### src/rtl/core/assert_macros.svh
// Assertion macros shared by the command receiver RTL.
`ifndef ASSERT_MACROS_SVH
`define ASSERT_MACROS_SVH

`ifndef ASSERT_OFF

// Checked on every clock edge outside reset.
`define ASSERT_CLK(lbl, prop, msg) \
    lbl: assert property (@(posedge i_clk) disable iff (!i_rst_n) prop) else $error(msg);

// Checked on every clock edge, reset included.
`define ASSERT_CLK_ALWAYS(lbl, prop, msg) \
    lbl: assert property (@(posedge i_clk) prop) else $error(msg);

`else

`define ASSERT_CLK(lbl, prop, msg)
`define ASSERT_CLK_ALWAYS(lbl, prop, msg)

`endif

`endif

### src/rtl/core/cfrc_pkg.sv
// Types, codes and the CRC-8 step of the command frame receiver.
package cfrc_pkg;

    // request types of an input word
    localparam logic [1:0] REQ_WRITE = 2'd0;
    localparam logic [1:0] REQ_STOP  = 2'd1;
    localparam logic [1:0] REQ_READ  = 2'd2;

    // command codes
    localparam logic [2:0] OP_SET_RING = 3'd0;
    localparam logic [2:0] OP_RESET    = 3'd1;
    localparam logic [2:0] OP_ARM      = 3'd2;
    localparam logic [2:0] OP_LED      = 3'd3;
    localparam logic [2:0] OP_STATUS   = 3'd4;

    // configuration register indexes
    localparam logic [2:0] CFG_DEV_ADDR    = 3'd0;
    localparam logic [2:0] CFG_FW_VERSION  = 3'd1;
    localparam logic [2:0] CFG_OP_SET_RING = 3'd2;
    localparam logic [2:0] CFG_OP_RESET    = 3'd3;
    localparam logic [2:0] CFG_OP_ARM      = 3'd4;
    localparam logic [2:0] CFG_OP_LED      = 3'd5;
    localparam logic [2:0] CFG_OP_STATUS   = 3'd6;

    localparam logic [7:0] RST_OP_SET_RING = 8'd1;
    localparam logic [7:0] RST_OP_RESET    = 8'd2;
    localparam logic [7:0] RST_OP_ARM      = 8'd3;
    localparam logic [7:0] RST_OP_LED      = 8'd4;
    localparam logic [7:0] RST_OP_STATUS   = 8'd5;

    // read response codes
    localparam logic [7:0] RSP_FAILED = 8'h00;
    localparam logic [7:0] RSP_TAKEN  = 8'h01;

    localparam logic [7:0] CRC_POLY    = 8'h07;
    localparam logic [5:0] FLAGS_MASK  = 6'h3F;
    // words that follow the response code of a status read
    localparam logic [2:0] BURST_LEN   = 3'd5;

    typedef struct packed {
        logic [1:0] req_type;
        logic [7:0] data;
        logic       sieve_accepts;
        logic       sieve_armed;
        logic [7:0] sieve_modulus;
        logic [7:0] phase;
        logic [7:0] rst_cause;
    } t_in_word;

    typedef struct packed {
        logic       ack;
        logic       frame_ok;
        logic [7:0] read_data;
        logic       last;
        logic       led_on;
        logic       applied;
        logic [2:0] applied_op;
        logic [7:0] applied_phase;
    } t_out_word;

    typedef struct packed {
        logic [6:0] dev_addr;
        logic [7:0] fw_version;
        logic [7:0] op_set_ring;
        logic [7:0] op_reset;
        logic [7:0] op_arm;
        logic [7:0] op_led;
        logic [7:0] op_status;
    } t_cfg;

    // status read: phase, flags, modulus, version; byte 0 goes out first
    typedef struct packed {
        logic            start;
        logic [3:0][7:0] bytes;
    } t_burst;

    function automatic logic [7:0] crc8_step(input logic [7:0] crc, input logic [7:0] b);
        logic [7:0] c;
        c = crc ^ b;
        for (int i = 0; i < 8; i++) begin
            c = c[7] ? ({c[6:0], 1'b0} ^ CRC_POLY) : {c[6:0], 1'b0};
        end
        return c;
    endfunction

endpackage

### src/rtl/core/command_frame_receiver_crc8.sv
// Bus target command receiver: a written byte, a stop or a read request enters per word; each
// written byte and each stop gives one result word in the next cycle, and a new word is taken
// every cycle while the output register drains. A read gives one word, or six after a taken
// status command: the response code comes with the request and the phase, flags, modulus,
// version and response CRC follow one per cycle from a five-word sequencer, which holds the
// input stalled until it is done (the words wait while the output side stalls). There is no
// clearing pass after reset.
`include "assert_macros.svh"

module command_frame_receiver_crc8
    import cfrc_pkg::*;
#(
    parameter int RING_BYTES = 16
) (
    input  logic      i_clk,
    input  logic      i_rst_n,
    input  logic      i_cfg_we,
    input  logic [2:0] i_cfg_addr,
    input  logic [7:0] i_cfg_wdata,
    input  logic      i_in_valid,
    output logic      o_in_stall,
    input  t_in_word  i_in_word,
    output logic      o_out_valid,
    input  logic      i_out_stall,
    output t_out_word o_out_word
);

    t_cfg            r_cfg;
    logic            r_out_valid, n_out_valid;
    t_out_word       r_out_word, n_out_word;
    logic [2:0]      r_burst_left, n_burst_left;
    logic [3:0][7:0] r_rd_bytes, n_rd_bytes;
    logic [7:0]      r_rd_crc, n_rd_crc;

    logic      w_out_free;
    logic      w_in_take;
    t_out_word w_res;
    logic      w_has_res;
    t_burst    w_burst;

    assign w_out_free  = !r_out_valid || !i_out_stall;
    assign o_in_stall  = !(w_out_free && r_burst_left == '0);
    assign w_in_take   = i_in_valid && !o_in_stall;
    assign o_out_valid = r_out_valid;
    assign o_out_word  = r_out_word;

    always_ff @(posedge i_clk) begin
        if (!i_rst_n) begin
            r_cfg.dev_addr    <= '0;
            r_cfg.fw_version  <= '0;
            r_cfg.op_set_ring <= RST_OP_SET_RING;
            r_cfg.op_reset    <= RST_OP_RESET;
            r_cfg.op_arm      <= RST_OP_ARM;
            r_cfg.op_led      <= RST_OP_LED;
            r_cfg.op_status   <= RST_OP_STATUS;
        end else if (i_cfg_we) begin
            unique case (i_cfg_addr)
                CFG_DEV_ADDR:    r_cfg.dev_addr    <= i_cfg_wdata[6:0];
                CFG_FW_VERSION:  r_cfg.fw_version  <= i_cfg_wdata;
                CFG_OP_SET_RING: r_cfg.op_set_ring <= i_cfg_wdata;
                CFG_OP_RESET:    r_cfg.op_reset    <= i_cfg_wdata;
                CFG_OP_ARM:      r_cfg.op_arm      <= i_cfg_wdata;
                CFG_OP_LED:      r_cfg.op_led      <= i_cfg_wdata;
                CFG_OP_STATUS:   r_cfg.op_status   <= i_cfg_wdata;
                default: ;
            endcase
        end
    end

    cfrc_frame #(
        .RING_BYTES(RING_BYTES)
    ) u_frame (
        .i_clk    (i_clk),
        .i_rst_n  (i_rst_n),
        .i_take   (w_in_take),
        .i_word   (i_in_word),
        .i_cfg    (r_cfg),
        .o_res    (w_res),
        .o_has_res(w_has_res),
        .o_burst  (w_burst)
    );

    // output register and status read sequencer
    always_comb begin
        n_out_valid  = r_out_valid && i_out_stall;
        n_out_word   = r_out_word;
        n_burst_left = r_burst_left;
        n_rd_bytes   = r_rd_bytes;
        n_rd_crc     = r_rd_crc;

        if (w_in_take && w_has_res) begin
            n_out_valid = 1'b1;
            n_out_word  = w_res;
            if (w_burst.start) begin
                n_burst_left = BURST_LEN;
                n_rd_bytes   = w_burst.bytes;
                n_rd_crc     = crc8_step(8'h00, {r_cfg.dev_addr, 1'b1});
            end
        end else if (r_burst_left != '0 && w_out_free) begin
            n_out_valid          = 1'b1;
            n_out_word           = '0;
            n_out_word.led_on    = r_out_word.led_on;
            n_burst_left         = r_burst_left - 3'd1;
            if (r_burst_left == 3'd1) begin
                n_out_word.read_data = r_rd_crc;
                n_out_word.last      = 1'b1;
            end else begin
                n_out_word.read_data = r_rd_bytes[0];
                n_rd_crc             = crc8_step(r_rd_crc, r_rd_bytes[0]);
                n_rd_bytes           = {8'h00, r_rd_bytes[3:1]};
            end
        end
    end

    always_ff @(posedge i_clk) begin
        if (!i_rst_n) begin
            r_out_valid  <= 1'b0;
            r_burst_left <= '0;
        end else begin
            r_out_valid  <= n_out_valid;
            r_burst_left <= n_burst_left;
        end
    end

    always_ff @(posedge i_clk) begin
        r_out_word <= n_out_word;
        r_rd_bytes <= n_rd_bytes;
        r_rd_crc   <= n_rd_crc;
    end

    `ASSERT_CLK(a_no_take_in_burst, (r_burst_left != 3'd0) |-> o_in_stall,
        "word taken during status burst")
    `ASSERT_CLK(a_burst_from_read,
        (r_burst_left == BURST_LEN && $past(r_burst_left) != BURST_LEN) |->
            $past(w_in_take && i_in_word.req_type == REQ_READ),
        "status burst without read")
    `ASSERT_CLK(a_last_ends_burst, (o_out_valid && o_out_word.last) |-> (r_burst_left == 3'd0),
        "last word while burst pending")
    `ASSERT_CLK(a_ack_not_stop, !(o_out_valid && o_out_word.ack && o_out_word.frame_ok),
        "ack and frame_ok in one word")

endmodule

### src/rtl/core/cfrc_frame.sv
// Frame decoder: opcode, payload, CRC check, command effects and first result word.
module cfrc_frame
    import cfrc_pkg::*;
#(
    parameter int RING_BYTES = 16
) (
    input  logic      i_clk,
    input  logic      i_rst_n,
    input  logic      i_take,
    input  t_in_word  i_word,
    input  t_cfg      i_cfg,
    output t_out_word o_res,
    output logic      o_has_res,
    output t_burst    o_burst
);

    localparam int IDX_W = $clog2(RING_BYTES + 4);
    localparam logic [IDX_W-1:0] LEN_RING = IDX_W'(RING_BYTES + 1);
    localparam logic [IDX_W-1:0] IDX_ONE  = IDX_W'(1);

    logic [7:0]       r_crc, n_crc;
    logic [IDX_W-1:0] r_idx, n_idx;
    logic [2:0]       r_cur_op, n_cur_op;
    logic [7:0]       r_pay0, n_pay0;
    logic             r_nack, n_nack;
    logic             r_acc, n_acc;
    logic             r_led, n_led;
    logic [2:0]       r_done_op, n_done_op;
    logic             r_last_taken, n_last_taken;

    logic             w_op_hit;
    logic [2:0]       w_op;
    logic [IDX_W-1:0] w_len;
    logic             w_cmd_ok;
    logic             w_led_chg;
    logic             w_led_val;
    logic             w_stop_ok;

    // first matching opcode wins
    always_comb begin
        w_op_hit = 1'b1;
        w_op     = OP_SET_RING;
        if (i_word.data == i_cfg.op_set_ring) begin
            w_op = OP_SET_RING;
        end else if (i_word.data == i_cfg.op_reset) begin
            w_op = OP_RESET;
        end else if (i_word.data == i_cfg.op_arm) begin
            w_op = OP_ARM;
        end else if (i_word.data == i_cfg.op_led) begin
            w_op = OP_LED;
        end else if (i_word.data == i_cfg.op_status) begin
            w_op = OP_STATUS;
        end else begin
            w_op_hit = 1'b0;
        end
    end

    always_comb begin
        case (r_cur_op) inside
            OP_SET_RING:    w_len = LEN_RING;
            OP_ARM, OP_LED: w_len = IDX_ONE;
            default:        w_len = '0;
        endcase
    end

    always_comb begin
        w_cmd_ok  = 1'b0;
        w_led_chg = 1'b0;
        w_led_val = 1'b0;
        case (r_cur_op) inside
            OP_SET_RING, OP_ARM: w_cmd_ok = i_word.sieve_accepts;
            OP_RESET: begin
                w_cmd_ok  = 1'b1;
                w_led_chg = 1'b1;
            end
            OP_LED: begin
                w_cmd_ok  = !i_word.sieve_armed;
                w_led_chg = !i_word.sieve_armed;
                w_led_val = (r_pay0 != 8'h00);
            end
            OP_STATUS: w_cmd_ok = 1'b1;
            default:   w_cmd_ok = 1'b0;
        endcase
    end

    assign w_stop_ok = r_acc && !r_nack;

    always_comb begin
        n_crc        = r_crc;
        n_idx        = r_idx;
        n_cur_op     = r_cur_op;
        n_pay0       = r_pay0;
        n_nack       = r_nack;
        n_acc        = r_acc;
        n_led        = r_led;
        n_done_op    = r_done_op;
        n_last_taken = r_last_taken;
        o_res        = '0;
        o_has_res    = 1'b0;
        o_burst      = '0;

        if (i_take) begin
            unique case (i_word.req_type)
                REQ_WRITE: begin
                    o_has_res = 1'b1;
                    if (!r_nack) begin
                        if (r_idx == '0) begin
                            if (w_op_hit) begin
                                n_cur_op  = w_op;
                                n_crc     = crc8_step(crc8_step(8'h00, {i_cfg.dev_addr, 1'b0}),
                                                      i_word.data);
                                n_idx     = IDX_ONE;
                                o_res.ack = 1'b1;
                            end else begin
                                n_nack = 1'b1;
                            end
                        end else if (r_idx <= w_len) begin
                            if (r_idx == IDX_ONE) begin
                                n_pay0 = i_word.data;
                            end
                            n_crc     = crc8_step(r_crc, i_word.data);
                            n_idx     = r_idx + IDX_ONE;
                            o_res.ack = 1'b1;
                        end else if (r_idx == w_len + IDX_ONE) begin
                            n_idx = r_idx + IDX_ONE;
                            // the sieve verdict only counts when the CRC matches
                            if (i_word.data == r_crc && w_cmd_ok) begin
                                if (w_led_chg) begin
                                    n_led = w_led_val;
                                end
                                n_acc               = 1'b1;
                                n_done_op           = r_cur_op;
                                o_res.ack           = 1'b1;
                                o_res.applied       = 1'b1;
                                o_res.applied_op    = r_cur_op;
                                o_res.applied_phase = (r_cur_op == OP_ARM) ? r_pay0 : 8'h00;
                            end else begin
                                n_nack = 1'b1;
                            end
                        end else begin
                            n_nack = 1'b1;
                        end
                    end
                end
                REQ_STOP: begin
                    o_has_res      = 1'b1;
                    o_res.frame_ok = w_stop_ok;
                    n_last_taken   = w_stop_ok;
                    n_idx          = '0;
                    n_cur_op       = OP_SET_RING;
                    n_nack         = 1'b0;
                    n_acc          = 1'b0;
                end
                REQ_READ: begin
                    o_has_res = 1'b1;
                    if (!r_last_taken || r_done_op != OP_STATUS) begin
                        o_res.read_data = r_last_taken ? RSP_TAKEN : RSP_FAILED;
                        o_res.last      = 1'b1;
                    end else begin
                        o_res.read_data   = RSP_TAKEN;
                        o_burst.start     = 1'b1;
                        o_burst.bytes[0]  = i_word.phase;
                        o_burst.bytes[1]  = {1'b0, i_word.sieve_armed,
                                             i_word.rst_cause[5:0] & FLAGS_MASK};
                        o_burst.bytes[2]  = i_word.sieve_modulus;
                        o_burst.bytes[3]  = i_cfg.fw_version;
                    end
                end
                default: ;
            endcase
        end
        o_res.led_on = n_led;
    end

    always_ff @(posedge i_clk) begin
        if (!i_rst_n) begin
            r_idx        <= '0;
            r_cur_op     <= OP_SET_RING;
            r_nack       <= 1'b0;
            r_acc        <= 1'b0;
            r_led        <= 1'b0;
            r_done_op    <= OP_SET_RING;
            r_last_taken <= 1'b0;
        end else begin
            r_idx        <= n_idx;
            r_cur_op     <= n_cur_op;
            r_nack       <= n_nack;
            r_acc        <= n_acc;
            r_led        <= n_led;
            r_done_op    <= n_done_op;
            r_last_taken <= n_last_taken;
        end
    end

    always_ff @(posedge i_clk) begin
        r_crc  <= n_crc;
        r_pay0 <= n_pay0;
    end

endmodule

### config.mk
export PLATFORM = sky130hd
export DESIGN_NAME = command_frame_receiver_crc8
export DESIGN_NICKNAME = d
export VERILOG_FILES = /design/src/rtl/core/cfrc_pkg.sv /design/src/rtl/core/command_frame_receiver_crc8.sv /design/src/rtl/core/cfrc_frame.sv
export VERILOG_INCLUDE_DIRS = /design/src /design/src/rtl/core
export SDC_FILE = /design/constraint.sdc
export NUM_CORES = 1
export LEC_CHECK = 0
export ABC_AREA = 1
export BUFFER_PORTS_ARGS = -buffer_cell sky130_fd_sc_hd__buf_4
export CORE_MARGIN = 2
export CORE_UTILIZATION = 64
export CTS_CLUSTER_SIZE = 8
export DETAILED_ROUTE_END_ITERATION = 16
export HOLD_SLACK_MARGIN = 0.12
export PLACE_DENSITY = 0.86
export SYNTH_ARGS = -nofsm -noshare
export SYNTH_HDL_FRONTEND = slang
export SYNTH_SLANG_ARGS = --single-unit
### constraint.sdc
create_clock -name i_clk -period 8.7 [get_ports i_clk]
set_input_delay 0.435 -clock i_clk [delete_from_list [all_inputs] [get_ports i_clk]]
set_output_delay 0.435 -clock i_clk [all_outputs]
set_load 0.01 [all_outputs]
[Yosys cells after proc, flatten, opt, wreduce, memory -nomap -nowiden]
Index checks and enable logic that the tools add are counted.
Word-level totals
  bits in registers: 154
  input bits: 52
  output and inout bits: 26
Cells by class
  $add $sub $neg: 3
  order comparisons: 1
  eq/ne operators: 34
  multiplexer cells: 139
  bitwise logic cells: 46
  reductions and logical operators: 45
Operators with widths (number)
  3-bit two-way mux: 51
  32-bit two-way mux: 4
  3-bit inverter: 40
  33-bit two-way mux: 3
  12-bit two-way mux: 7
  8-bit two-way mux: 10
  1-bit two-way mux: 50
  8-bit equality test: 6
  24-bit two-way mux: 2
  5-bit two-way mux: 6
  8-bit XOR: 3
  2-bit AND reduction: 10
  5-bit AND reduction: 3
  7-bit AND reduction: 2
  3-bit by 2-bit equality test with 1-bit output, second input constant: 4
  3-bit equality test, second input constant: 4
  2-bit by 1-bit inequality test with 1-bit output, second input constant: 6
  11-bit two-way mux: 1
  5-bit by 1-bit adder with 5-bit output, second input constant: 2
  5-bit one-hot mux with 2 select lines: 1
  3-bit by 1-bit equality test with 1-bit output, second input constant: 3
  3-bit logical NOT: 3
  9-bit two-way mux: 1
  2-bit inequality test, second input constant: 4
  24 further kinds: 42

[Depth between registers and ports, before layout]
Gate-level depths: netlist of the first run.
  depth after elaboration: 35
  depth in mapped cells: 14
  gate-level depth less buffers: 14

[Modules after synthesis]
Synthesis of the first run repeated with hierarchy kept, for this count alone.
Second synthesis, totals
  cell total of the unflattened synthesis: 1172
  area, all modules: 8809.7 µm²
By module, submodules not included
  command_frame_receiver_crc8: instances 1, cells each 635, area each 5375.2 µm²
  cfrc_frame: instances 1, cells each 537, area each 3434.5 µm²

[Worst setup path after synthesis of the first run]
Ideal clock, no wire load.
  path type: register -> register
  from: reg r_burst_left[0]
  to: reg r_rd_bytes[0] (netlist bit) (enable)
  library setup time: 0.394 ns
  arrival: 2.761 ns
  setup slack: 5.545 ns
  stages on the path, launching flop included: 12
  path buffers: 1
  clock period less this slack: 3.155 ns
  cells stage by stage: dfxtp_1 inv_1 ha_1 nand3_2 inv_2 nand2_2 inv_2 o21ai_2 buf_2 nand2_1 o21ai_0 inv_1
On the way
  word-level cells in the longest chain between the ends: 7
  elaborated cells on any way between the ends: 13
  classes of those cells: eq/ne (3); mux (2); reduce/logical (8)
RTL lines
  start: declaration: RTL line command_frame_receiver_crc8.sv:31  | logic [2:0] r_burst_left, n_burst_left;
  start signal: assignment: RTL line command_frame_receiver_crc8.sv:121  | r_burst_left <= n_burst_left;
  3-bit logical NOT: RTL line command_frame_receiver_crc8.sv:42  | assign o_in_stall = !(w_out_free && r_burst_left == '0);
  1-bit logical AND: RTL line command_frame_receiver_crc8.sv:42
  1-bit logical AND: RTL line command_frame_receiver_crc8.sv:43  | assign w_in_take = i_in_valid && !o_in_stall;
  1-bit two-way mux: RTL line cfrc_frame.sv:102  | if (i_take) begin
  1-bit logical AND: RTL line command_frame_receiver_crc8.sv:91  | if (w_in_take && w_has_res) begin
  2-bit inequality test (no source line), or another cell as far along
  3-bit AND reduction (no source line) *
  end signal: assignment: RTL line command_frame_receiver_crc8.sv:127  | r_rd_bytes <= n_rd_bytes;
  end: declaration: RTL line command_frame_receiver_crc8.sv:32  | logic [3:0][7:0] r_rd_bytes, n_rd_bytes;
Mark *: on every way between the ends. The rest lies on a longest branch, timed or not.
A chain may end at the register's enable or synchronous reset.

[Worst setup path after layout of the first run]
  from: reg r_burst_left[0]
  to: reg r_rd_bytes[26] (netlist bit) (enable)
Same word-level chain as after synthesis.

==> impl_metrics.env, run 1 <==
export IMPL_outcome="finished, final reports clean"
export IMPL_port_buffers=75
export IMPL_timing_rr_start="r_burst_left[0]"
export IMPL_critical_path_endpoint="r_rd_bytes[26]"
export IMPL_crit_arrival_ns=3.04
export IMPL_antenna_found_initial=0
export IMPL_power_leakage_uw=0.004055
export IMPL_route_detailed_drc=0
export IMPL_crit_path_start="r_burst_left[0]"
export IMPL_critPathTopFamily="simple AND/OR/NAND/NOR gates"
export IMPL_min_period_ns=2.976
export IMPL_fin_crit_sh_pct=34.21
export IMPL_firstDrtPassIters=7
export IMPL_dieArea_um2=13370
export IMPL_wl_per_cell_um=14.96
export IMPL_cts_buffers=17
export IMPL_ff2ff_path_depth=11
export IMPL_max_freq_mhz=336.0
export IMPL_path_cells="inv_1, ha_1, nand3_2, inv_2, nand2_2, inv_2, o21ai_2, nand2_1, o21ai_0, inv_1, buf_4"
export IMPL_overflow=0
export IMPL_p_int_uw=1888
export IMPL_worstHoldPathType="primary input to register"
export IMPL_vias=6287
export IMPL_yosysUniqueCellTypes=47
export IMPL_worst_path_stages=11
export IMPL_clock_skew_final_ns=0.007436
export IMPL_power_uw=2907
export IMPL_clockBufferDepth=2
export IMPL_rows=40
export IMPL_avgSynthCellArea_um2=8.697
export IMPL_final_setup_tns_ns=0
export IMPL_synthArstFlopShare_pct=0
export IMPL_gp_congestion=0.9153
export IMPL_cp_required_ns=8.77
export IMPL_hold_viol_final=0
export IMPL_synth_area_mux_share_pct=0
export IMPL_pwr_share_seq_pct=40.5
export IMPL_die_w_um=115.6
export IMPL_seq_area_frac_synth_pct=48.70
export IMPL_synth_simple_area_share_pct=21.07
export IMPL_yosys_warnings=0
export IMPL_power_switching_uw=1019
export IMPL_syn_nets=980
export IMPL_dpl_hpwl_mm=11.57
export IMPL_finalWirelength_mm=17.45
export IMPL_die_h_um=115.6
export IMPL_comb_power_share_pct=36.7
export IMPL_postSynthCellCount=917
export IMPL_clkTransAtPathRegs_ns=0.06
export IMPL_n_fill_cell=873
export IMPL_grt_pass1_wl_mm=28.27
export IMPL_tightest_slew_ns=1.089
export IMPL_viasPerCell=5.387
export IMPL_synth_edf_count=80
export IMPL_slowest_delay_ns=0.72
export IMPL_start_util_pct=65.85
export IMPL_synthesis_area_um2=7975
export IMPL_endpoint_kind="register"
export IMPL_placed_cells=1135
export IMPL_antennaDiodeCount=0
export IMPL_setup_viol=0
export IMPL_power_density_nw_per_um2=317.9
export IMPL_cts_hold_buffers=0
export IMPL_synth_top_area_share_pct=30.12
export IMPL_root_buffer="clkbuf_16"
export IMPL_synthTopCellsByArea="edfxtp_1 (30%), dfxtp_1 (19%), nand2_1 (7.1%)"
export IMPL_grt_max_degree=67
export IMPL_swShare_pct=35.06
export IMPL_critPathMaxFanout=40
export IMPL_first_global_vias=5993
export IMPL_drt_iter0_markers=445
export IMPL_ys_ff_latch=154
export IMPL_startpoint_type="register"
export IMPL_synthXorXnorAreaFrac_pct=11.17
export IMPL_peakVddDrop_mv=0.1724
export IMPL_synth_compound_area_share_pct=10.43
export IMPL_path_buf_inv=5
export IMPL_cts_resized=0
export IMPL_cts_tree="built"
export IMPL_rr_endpoint="r_rd_bytes[26]"
export IMPL_ys_flop_type="edfxtp_1"
export IMPL_postCtsSetupBuffers=0
export IMPL_pre_cts_ws_ns=5.687
export IMPL_htreeDepth=4
export IMPL_rsz0062_at_grt="false"
export IMPL_area_delta_synth_final_pct=14.67
export IMPL_fin_ws_ns=5.724
export IMPL_layout_drive_gt1_share_pct=15.02
export IMPL_max_cap_viol_count=0
export IMPL_clock_sinks=154
export IMPL_critPathKind="register to register"
export IMPL_slew_headroom_pct=26.85
export IMPL_nets=1049
export IMPL_pin_count=78
export IMPL_yosys_area_share_adder_pct=1.726
export IMPL_synth_top_family_by_area="simple AND/OR/NAND/NOR gates"
export IMPL_grt_total_usage_pct=27.60
export IMPL_clk_latency_ns=0.43
export IMPL_antenna_left=0
export IMPL_hold_ws_ns=0.2989
export IMPL_core_area_um2=12110
export IMPL_r2r_slack_ns=5.72
export IMPL_yosys_top_cells_count="nand2_1 (150), nor2_1 (150), inv_1 (95)"
export IMPL_slew_violations=0
export IMPL_p_clk_share_pct=22.9
export IMPL_synth_top_area_cell="edfxtp_1"
export IMPL_stdcell_count=1167
export IMPL_crit_slowest_cell="nand2_1"
[registers in the layout, summed over array words and instances, names as in the netlist]
signal and flops:
o_out_valid 1, u_frame.r_idx 5, o_out_word 24, r_cfg 55, u_frame.r_cur_op 3, u_frame.r_done_op 3
r_rd_crc 8, u_frame.r_led 1, u_frame.r_pay0 8, u_frame.r_crc 8, u_frame.r_nack 1, u_frame.r_last_taken 1
r_burst_left 3, r_rd_bytes 32, u_frame.r_acc 1
[power groups by stage]
stage / clock network (uW) / logic (uW) / registers [uW]
after floorplan: 0 / 721 / 1200
after global placement: 0 / 996 / 1180
after detailed placement: 0 / 1020 / 1190
after CTS: 663 / 1060 / 1180
after global routing: 703 / 1180 / 1200
final: 664 / 1070 / 1180
[per-stage QoR]
| step | utilization [%] | instance area, um^2 |
|---|---|---|
| 2_1_floorplan | - | 7975 |
| 3_3_place_gp | 71.22 | 8626 |
| 3_5_place_dp | 71.22 | 8626 |
| 4_1_cts | 75.51 | 9145 |
| 5_1_grt | 75.51 | 9145 |
| 6_report | 75.51 | 9145 |
[worst min-delay path by stage]
stage                                    start              endpoint  slack [ns]  cells after the start
after detailed placement  u_frame.r_done_op[2]  u_frame.r_done_op[2]        0.44                      2
after CTS                         i_in_word[0]         r_rd_bytes[8]        0.30                      2
after floorplan           u_frame.r_done_op[2]  u_frame.r_done_op[2]        0.42                      2
final                             i_in_word[0]         r_rd_bytes[8]        0.30                      2
after global routing              i_in_word[1]         r_rd_bytes[9]        0.29                      2
after global placement    u_frame.r_done_op[2]  u_frame.r_done_op[2]        0.44                      2
[cells by family after synthesis]
kind of cell / after synthesis
compound gates: 140
simple gates: 384
xor+xnor: 92
buf+inv: 136
fa+ha+maj: 11
flops: 154
[placed cells by master (no fill, tap or decap), types with 9 or more instances in the layout]
master,count
a22o_1,23
nand2_1,150
o21ai_0,64
clkbuf_16,17
nand2_2,16
clkinv_1,11
nor2_1,150
a21oi_1,34
ha_1,11
nand3_1,36
inv_2,9
xor2_1,45
inv_1,95
edfxtp_1,80
buf_4,78
dfxtp_1,74
xnor2_1,38
[routing by layer]
metal	routed length, um	GRT usage [%]	vias to the layer above
li1	-	-	3117
met4	440	10.95	0
met3	1115	6.642	43
met5	0	0	-
met2	8642	46.82	224
met1	7255	34.21	2903
[layout make-up]
class | count | area (um^2) | share of cell area, %
Sequential cell | 154 | 3884 | 42.47
Multi-Input combinational cell | 627 | 3541 | 38.72
Timing Repair Buffer | 78 | 585.6 | 6.403
Clock buffer | 20 | 436.7 | 4.775
Inverter | 108 | 405.4 | 4.433
Tap cell | 168 | 210.2 | 2.299
Clock inverter | 12 | 82.58 | 0.9030
No activity file was read; power rests on OpenSTA's default activity.
==> run 2, diff against run 1 <==
- CORE_UTILIZATION: 64 -> 54
- PLACE_DENSITY: 0.86 -> 0.78
- clock period: 8.7 -> 2.6 ns (I/O delays scaled with it)
==> run 2 against run 1 <==
Against the previous run:
- clock power increased to 3.4 times the previous value
- non-clock buffer count rose by 50
- sequential power rose to 3.3 times the previous value
- combinational power rose to 3.4 times the previous value
- via count is 2.1% higher
- global-route usage is 3.9 points lower
- register-to-register slack worse by 5.5 ns
- sequential cell count stayed put
- clock skew up 0.0014 ns
- first-iteration DRC count is 8.5% higher
- final cell count increased by 5.7%
- power grew to 3.4 times the previous value
==> impl_metrics.env, run 2 (same netlist as run 1, synthesis figures left out) <==
export IMPL_tightest_slew_ns=0.6221
export IMPL_rr_endpoint="r_rd_bytes[26]"
export IMPL_outcome="finished, final reports clean"
export IMPL_port_buffers=75
export IMPL_clk_latency_ns=0.44
export IMPL_holdPathStages=5
export IMPL_path_common_cell="inv_2"
export IMPL_largest_reg_flops=55
export IMPL_r2r_slack_ns=0.24
export IMPL_vias=6420
export IMPL_cts_tree="built"
export IMPL_core_area_um2=14480
export IMPL_slew_violations=0
export IMPL_min_from="i_out_stall"
export IMPL_dpl_hpwl_mm=12.08
export IMPL_area_delta_synth_final_pct=21.32
export IMPL_stdcell_count=1233
export IMPL_critPathTopFamily="buffers and inverters"
export IMPL_antenna_left=0
export IMPL_placed_cells=1159
export IMPL_hold_viol_final=0
export IMPL_pre_cts_ws_ns=0.2907
export IMPL_fin_ws_ns=0.2432
export IMPL_final_setup_tns_ns=0
export IMPL_first_global_vias=6262
export IMPL_rsz0062_at_grt="false"
export IMPL_setup_viol=0
export IMPL_fin_util_pct=66.83
export IMPL_dieArea_um2=15760
export IMPL_finalWirelength_mm=18.20
export IMPL_max_freq_mhz=424.3
export IMPL_endpoint_kind="register"
export IMPL_peakVddDrop_mv=0.8503
export IMPL_wl_per_cell_um=14.76
export IMPL_final_common_cell="nor2_1"
export IMPL_crit_slowest_cell="buf_4"
export IMPL_cp_required_ns=2.67
export IMPL_power_leakage_uw=0.004274
export IMPL_fin_crit_sh_pct=90.65
export IMPL_cts_buffers=17
export IMPL_critPathMaxFanout=40
export IMPL_path_buf_inv=6
export IMPL_power_density_nw_per_um2=1021
export IMPL_critPathKind="register to register"
export IMPL_clock_sinks=154
export IMPL_cts_resized=0
export IMPL_start_util_pct=55.08
export IMPL_clock_skew_final_ns=0.008802
export IMPL_grt_max_degree=49
export IMPL_die_w_um=125.5
export IMPL_nets=1099
export IMPL_timing_rr_start="r_burst_left[0]"
export IMPL_slew_headroom_pct=58.37
export IMPL_gp_congestion=0.8658
export IMPL_antenna_found_initial=0
export IMPL_path_cells="inv_1, ha_1, nand3_2, inv_2, nand2_2, inv_2, o21ai_2, nand2_1, clkinv_1, o21ai_1, clkinvlp_4, buf_4"
export IMPL_route_detailed_drc=0
export IMPL_overflow=0
export IMPL_min_period_ns=2.357
export IMPL_ff2ff_path_depth=12
export IMPL_clkTransAtPathRegs_ns=0.06
export IMPL_max_cap_viol_count=0
export IMPL_holdPathEnd="o_out_valid"
export IMPL_antennaDiodeCount=0
export IMPL_htreeDepth=4
export IMPL_firstDrtPassIters=5
export IMPL_drt_iter0_markers=483
export IMPL_root_buffer="clkbuf_16"
export IMPL_startpoint_type="register"
export IMPL_final_cell_mix="nor2_1 (150), nand2_1 (149), inv_1 (94)"
export IMPL_crit_arrival_ns=2.43
export IMPL_top_register="r_cfg"
export IMPL_rows=44
export IMPL_worst_path_stages=12
export IMPL_die_h_um=125.5
export IMPL_layout_drive_gt1_share_pct=15.92
export IMPL_grt_pass1_wl_mm=29.53
export IMPL_clockBufferDepth=2
export IMPL_pin_count=78
export IMPL_worstHoldPathType="primary input to register"
export IMPL_viasPerCell=5.207
export IMPL_grt_total_usage_pct=23.69
export IMPL_power_uw=9880
export IMPL_slowest_delay_ns=0.42
run 2: cell count changes in the layout (fill, tap and decap cells not counted), sizes merged:
cell	change
clkinv	-3
clkbuf	-1
inv	+1
dlygate4sd3	+42
buf	+8
clkinvlp	+3
run 2: layer usage:
| layer | GRT usage [%] | vias to the layer above | part of all wire (%) |
|---|---|---|---|
| met4 | 8.889 | 0 | 2.4 |
| met2 | 40.79 | 167 | 51 |
| met5 | 0 | - | 0 |
| li1 | - | 3213 | - |
| met3 | 5.819 | 33 | 5.3 |
| met1 | 28.78 | 3007 | 41 |
run 2: layout make-up:
cell class,instances,area (um^2)
fillers,1112,4803
flip-flops and latches,154,3884
multi-input cells,627,3548
repair buffers,128,1066
clock buffers,19,432.9
inverters,108,409.1
well taps,184,230.2
clock inverters,13,105.1
run 2: how the worst max path moves through the flow:
stage | start | end | slack [ns]
after detailed placement | r_burst_left[0] | r_rd_bytes[29] | 0.29
final | r_burst_left[0] | r_rd_bytes[26] | 0.24
after global placement | u_frame.r_cur_op[2] | o_out_word[12] | 0.36
after floorplan | r_burst_left[0] | r_rd_bytes[0] | 0.04
after global routing | u_frame.r_cur_op[0] | o_out_word[1] | 0.03
after CTS | r_burst_left[0] | r_rd_bytes[29] | 0.24
run 2: worst min-delay path: cells and delay by family:
family | cells | cell delay [ns]
and+or+nand+nor | 2 | 0.16
AOI/OAI and AO/OA | 1 | 0.14
buffers and inverters | 2 | 0.13
run 2: what timing repair did:
item                                   4_1_cts  5_1_grt
endpoints found under the hold margin       96        0
setup buffers                                0        0
hold buffers                                42        0
run 2: per-stage QoR:
stage	hold slack [ns]	area, um^2
floorplan	0.2289	7989
global placement	0.4337	8717
detailed placement	0.4329	8717
CTS	0.1464	9676
global route	0.1927	9676
finish	0.1548	9676
run 2: where the power goes:
part	internal [uW]	switching [uW]	total, uW
Combinational	1480	2170	3660
Clock	1300	988	2290
Sequential	3650	279	3930
Total	6440	3440	9880
==> run 3, diff against run 2 <==
- ABC_AREA: 1 -> default
- CORE_UTILIZATION: 54 -> 53
- PLACE_DENSITY: 0.78 -> 0.77
==> run 3 against run 2 <==
Against the previous run:
- the run now ends with negative setup slack left
- clock skew about the same
- sequential power is 3% lower
- non-clock buffer count is 23 higher
- critical endpoint is now o_out_word[12]
==> impl_metrics.env, run 3 <==
export IMPL_overflow=0
export IMPL_grt_total_usage_pct=26.82
export IMPL_slew_headroom_pct=45.24
export IMPL_multi_input_area_um2=3662
export IMPL_p_clk_share_pct=26.6
export IMPL_dpl_hpwl_mm=12.53
export IMPL_endpoint_kind="register"
export IMPL_final_cell_mix="nand2_1 (157), buf_4 (106), xnor2_1 (81)"
export IMPL_yosys_top_cells_count="nand2_1 (157), xnor2_1 (81), edfxtp_1 (80)"
export IMPL_p_int_uw=6572
export IMPL_synth_most_common_cell="nand2_1"
export IMPL_final_common_cell="nand2_1"
export IMPL_clock_skew_final_ns=0.008904
export IMPL_ys_ff_latch=154
export IMPL_max_freq_mhz=377.5
export IMPL_start_util_pct=54.40
export IMPL_route_detailed_drc=0
export IMPL_grt_pass1_wl_mm=30.79
export IMPL_antenna_found_initial=0
export IMPL_postSynthCellCount=760
export IMPL_htreeDepth=4
export IMPL_synth_simple_area_share_pct=18.34
export IMPL_synth_area_mux_share_pct=1.607
export IMPL_path_common_cell="or3_4"
export IMPL_max_cap_viol_count=0
export IMPL_fin_crit_sh_pct=101.9
export IMPL_synthesis_area_um2=7551
export IMPL_crit_arrival_ns=2.81
export IMPL_critPathMaxFanout=5
export IMPL_hold_viol_final=0
export IMPL_antenna_left=0
export IMPL_clock_sinks=154
export IMPL_stdcell_count=1087
export IMPL_die_h_um=123.4
export IMPL_drt_iter0_markers=427
export IMPL_violations="negative setup slack"
export IMPL_clkTransAtPathRegs_ns=0.06
export IMPL_yosys_area_share_adder_pct=1.823
export IMPL_top_register="r_cfg"
export IMPL_critPathTopFamily="simple AND/OR/NAND/NOR gates"
export IMPL_comb_power_share_pct=33.7
export IMPL_synthXorXnorAreaFrac_pct=14.17
export IMPL_clockBufferDepth=2
export IMPL_finalWirelength_mm=19.25
export IMPL_rows=43
export IMPL_path_cells="or3_4, ha_4, or3b_4, nor3b_2, or3_4, nor4_4, and2_4, mux2i_4, nor2_1"
export IMPL_port_buffers=75
export IMPL_min_period_ns=2.649
export IMPL_regArea_um2=3887
export IMPL_synthTopCellsByArea="edfxtp_1 (32%), dfxtp_1 (20%), xnor2_1 (9.4%)"
export IMPL_fin_util_pct=70.09
export IMPL_power_uw=9629
export IMPL_root_buffer="clkbuf_16"
export IMPL_peakVddDrop_mv=0.5835
export IMPL_slowest_delay_ns=0.39
export IMPL_setup_viol=10
export IMPL_n_fill_cell=999
export IMPL_grt_max_degree=59
export IMPL_critPathKind="register to register"
export IMPL_final_setup_tns_ns=-0.2992
export IMPL_antennaDiodeCount=0
export IMPL_synth_top_family_by_area="simple AND/OR/NAND/NOR gates"
export IMPL_wl_per_cell_um=17.71
export IMPL_yosys_warnings=0
export IMPL_outcome="finished, violations left"
export IMPL_placed_cells=1009
export IMPL_vias=6046
export IMPL_first_global_vias=6106
export IMPL_avgSynthCellArea_um2=9.936
export IMPL_synth_top_area_cell="edfxtp_1"
export IMPL_viasPerCell=5.562
export IMPL_ys_flop_type="edfxtp_1"
export IMPL_layout_drive_gt1_share_pct=19.63
export IMPL_cts_buffers=17
export IMPL_syn_nets=823
export IMPL_tightest_slew_ns=0.8151
export IMPL_clk_latency_ns=0.43
export IMPL_synth_edf_count=80
export IMPL_swShare_pct=31.74
export IMPL_largest_reg_flops=55
export IMPL_die_w_um=123.4
export IMPL_startpoint_type="register"
export IMPL_gp_congestion=0.8897
export IMPL_pwr_share_seq_pct=39.7
export IMPL_dieArea_um2=15220
export IMPL_pin_count=78
export IMPL_area_delta_synth_final_pct=28.85
export IMPL_cp_required_ns=2.76
export IMPL_path_buf_inv=0
export IMPL_rsz0062_at_grt="true"
export IMPL_synth_top_area_share_pct=31.81
export IMPL_power_leakage_uw=0.003676
export IMPL_firstDrtPassIters=7
export IMPL_core_area_um2=13880
export IMPL_seq_area_frac_synth_pct=51.43
export IMPL_synthArstFlopShare_pct=0
export IMPL_synth_compound_area_share_pct=10.02
export IMPL_yosysUniqueCellTypes=53
export IMPL_worstHoldPathType="primary input to register"
export IMPL_hold_ws_ns=0.1517
export IMPL_crit_slowest_cell="or3_4"
export IMPL_slew_violations=0
export IMPL_power_density_nw_per_um2=989.6
export IMPL_cts_tree="built"
export IMPL_fin_ws_ns=-0.04890
export IMPL_power_switching_uw=3056
export IMPL_nets=957
## run 3: cell types whose count changed in the layout (fill, tap and decap cells not counted), sizes merged, moves of 24 or more
cell and delta:
nor2 -125, inv -90, o21ai -55, xnor2 +38, a21oi +35, buf +24
## run 3: kinds of logic (layout without fill, tap and decap cells)
logic type	after synthesis	after routing
muxes	12	12
and+or+nand+nor	291	291
adders and majority gates	11	11
xor gates and xnor gates	119	119
buffers and inverters	49	196
DFF	154	154
AOI/OAI and AO/OA	124	124
## run 3: through the flow
step	cell area, um^2	setup slack (ns)
floorplan	7617	-0.1814
global placement	8511	-0.04428
detailed placement	8511	-0.1090
CTS	9625	-0.09399
global route	9729	-0.1466
finish	9729	-0.04890
## run 3: layout make-up
| type | instances | area share [%] |
|---|---|---|
| Clock buffer | 21 | 5.401 |
| Clock inverter | 11 | 1.055 |
| Sequential cell | 154 | 39.96 |
| Timing Repair Buffer | 151 | 13.13 |
| Multi-Input combinational cell | 557 | 37.64 |
| Inverter | 13 | 0.5015 |
| Tap cell | 180 | 2.315 |
## run 3: final timing paths
kind / from / to / slack (ns) / depth (start not counted)
worst max-delay path: u_frame.r_cur_op[0] / o_out_word[12] / -0.05 / 9
worst min-delay path: i_cfg_addr[0] / r_cfg[52] / 0.15 / 4
worst max register to register: u_frame.r_cur_op[0] / o_out_word[12] / -0.05 / 9
worst min register to register: r_cfg[46] / r_cfg[46] / 0.45 / 2
## run 3: metal layers
metal | global-route usage, % | wire length, um | up-vias
li1 | - | - | 2894
met1 | 32.60 | 7831 | 2911
met2 | 46.26 | 9782 | 197
met3 | 4.244 | 1035 | 44
met4 | 13.14 | 602 | 0
met5 | 0 | 0 | -
## run 3: timing repair
item	in CTS	in global routing
hold buffers	41	0
pin swaps	17	13
buffers inserted	4	1
hold endpoints to repair	94	0
setup endpoints to repair	16	72
resized for setup	9	17
gates cloned	0	0
## run 3: worst register-to-register path: cells and delay by family, from the launching register on
| family | cells | cell delay, ns |
|---|---|---|
| simple gates | 7 | 1.62 |
| mux | 1 | 0.23 |
| flops | 1 | 0.32 |
| fa+ha+maj | 1 | 0.22 |
## run 3: power by group through the flow
| stage | Clock (uW) | Sequential [uW] | Combinational (uW) |
|---|---|---|---|
| floorplan | 0 | 3900 | 2060 |
| global placement | 0 | 3820 | 3000 |
| detailed placement | 0 | 3850 | 3070 |
| CTS | 2580 | 3800 | 3170 |
| global route | 2680 | 3880 | 3540 |
| finish | 2570 | 3820 | 3240 |
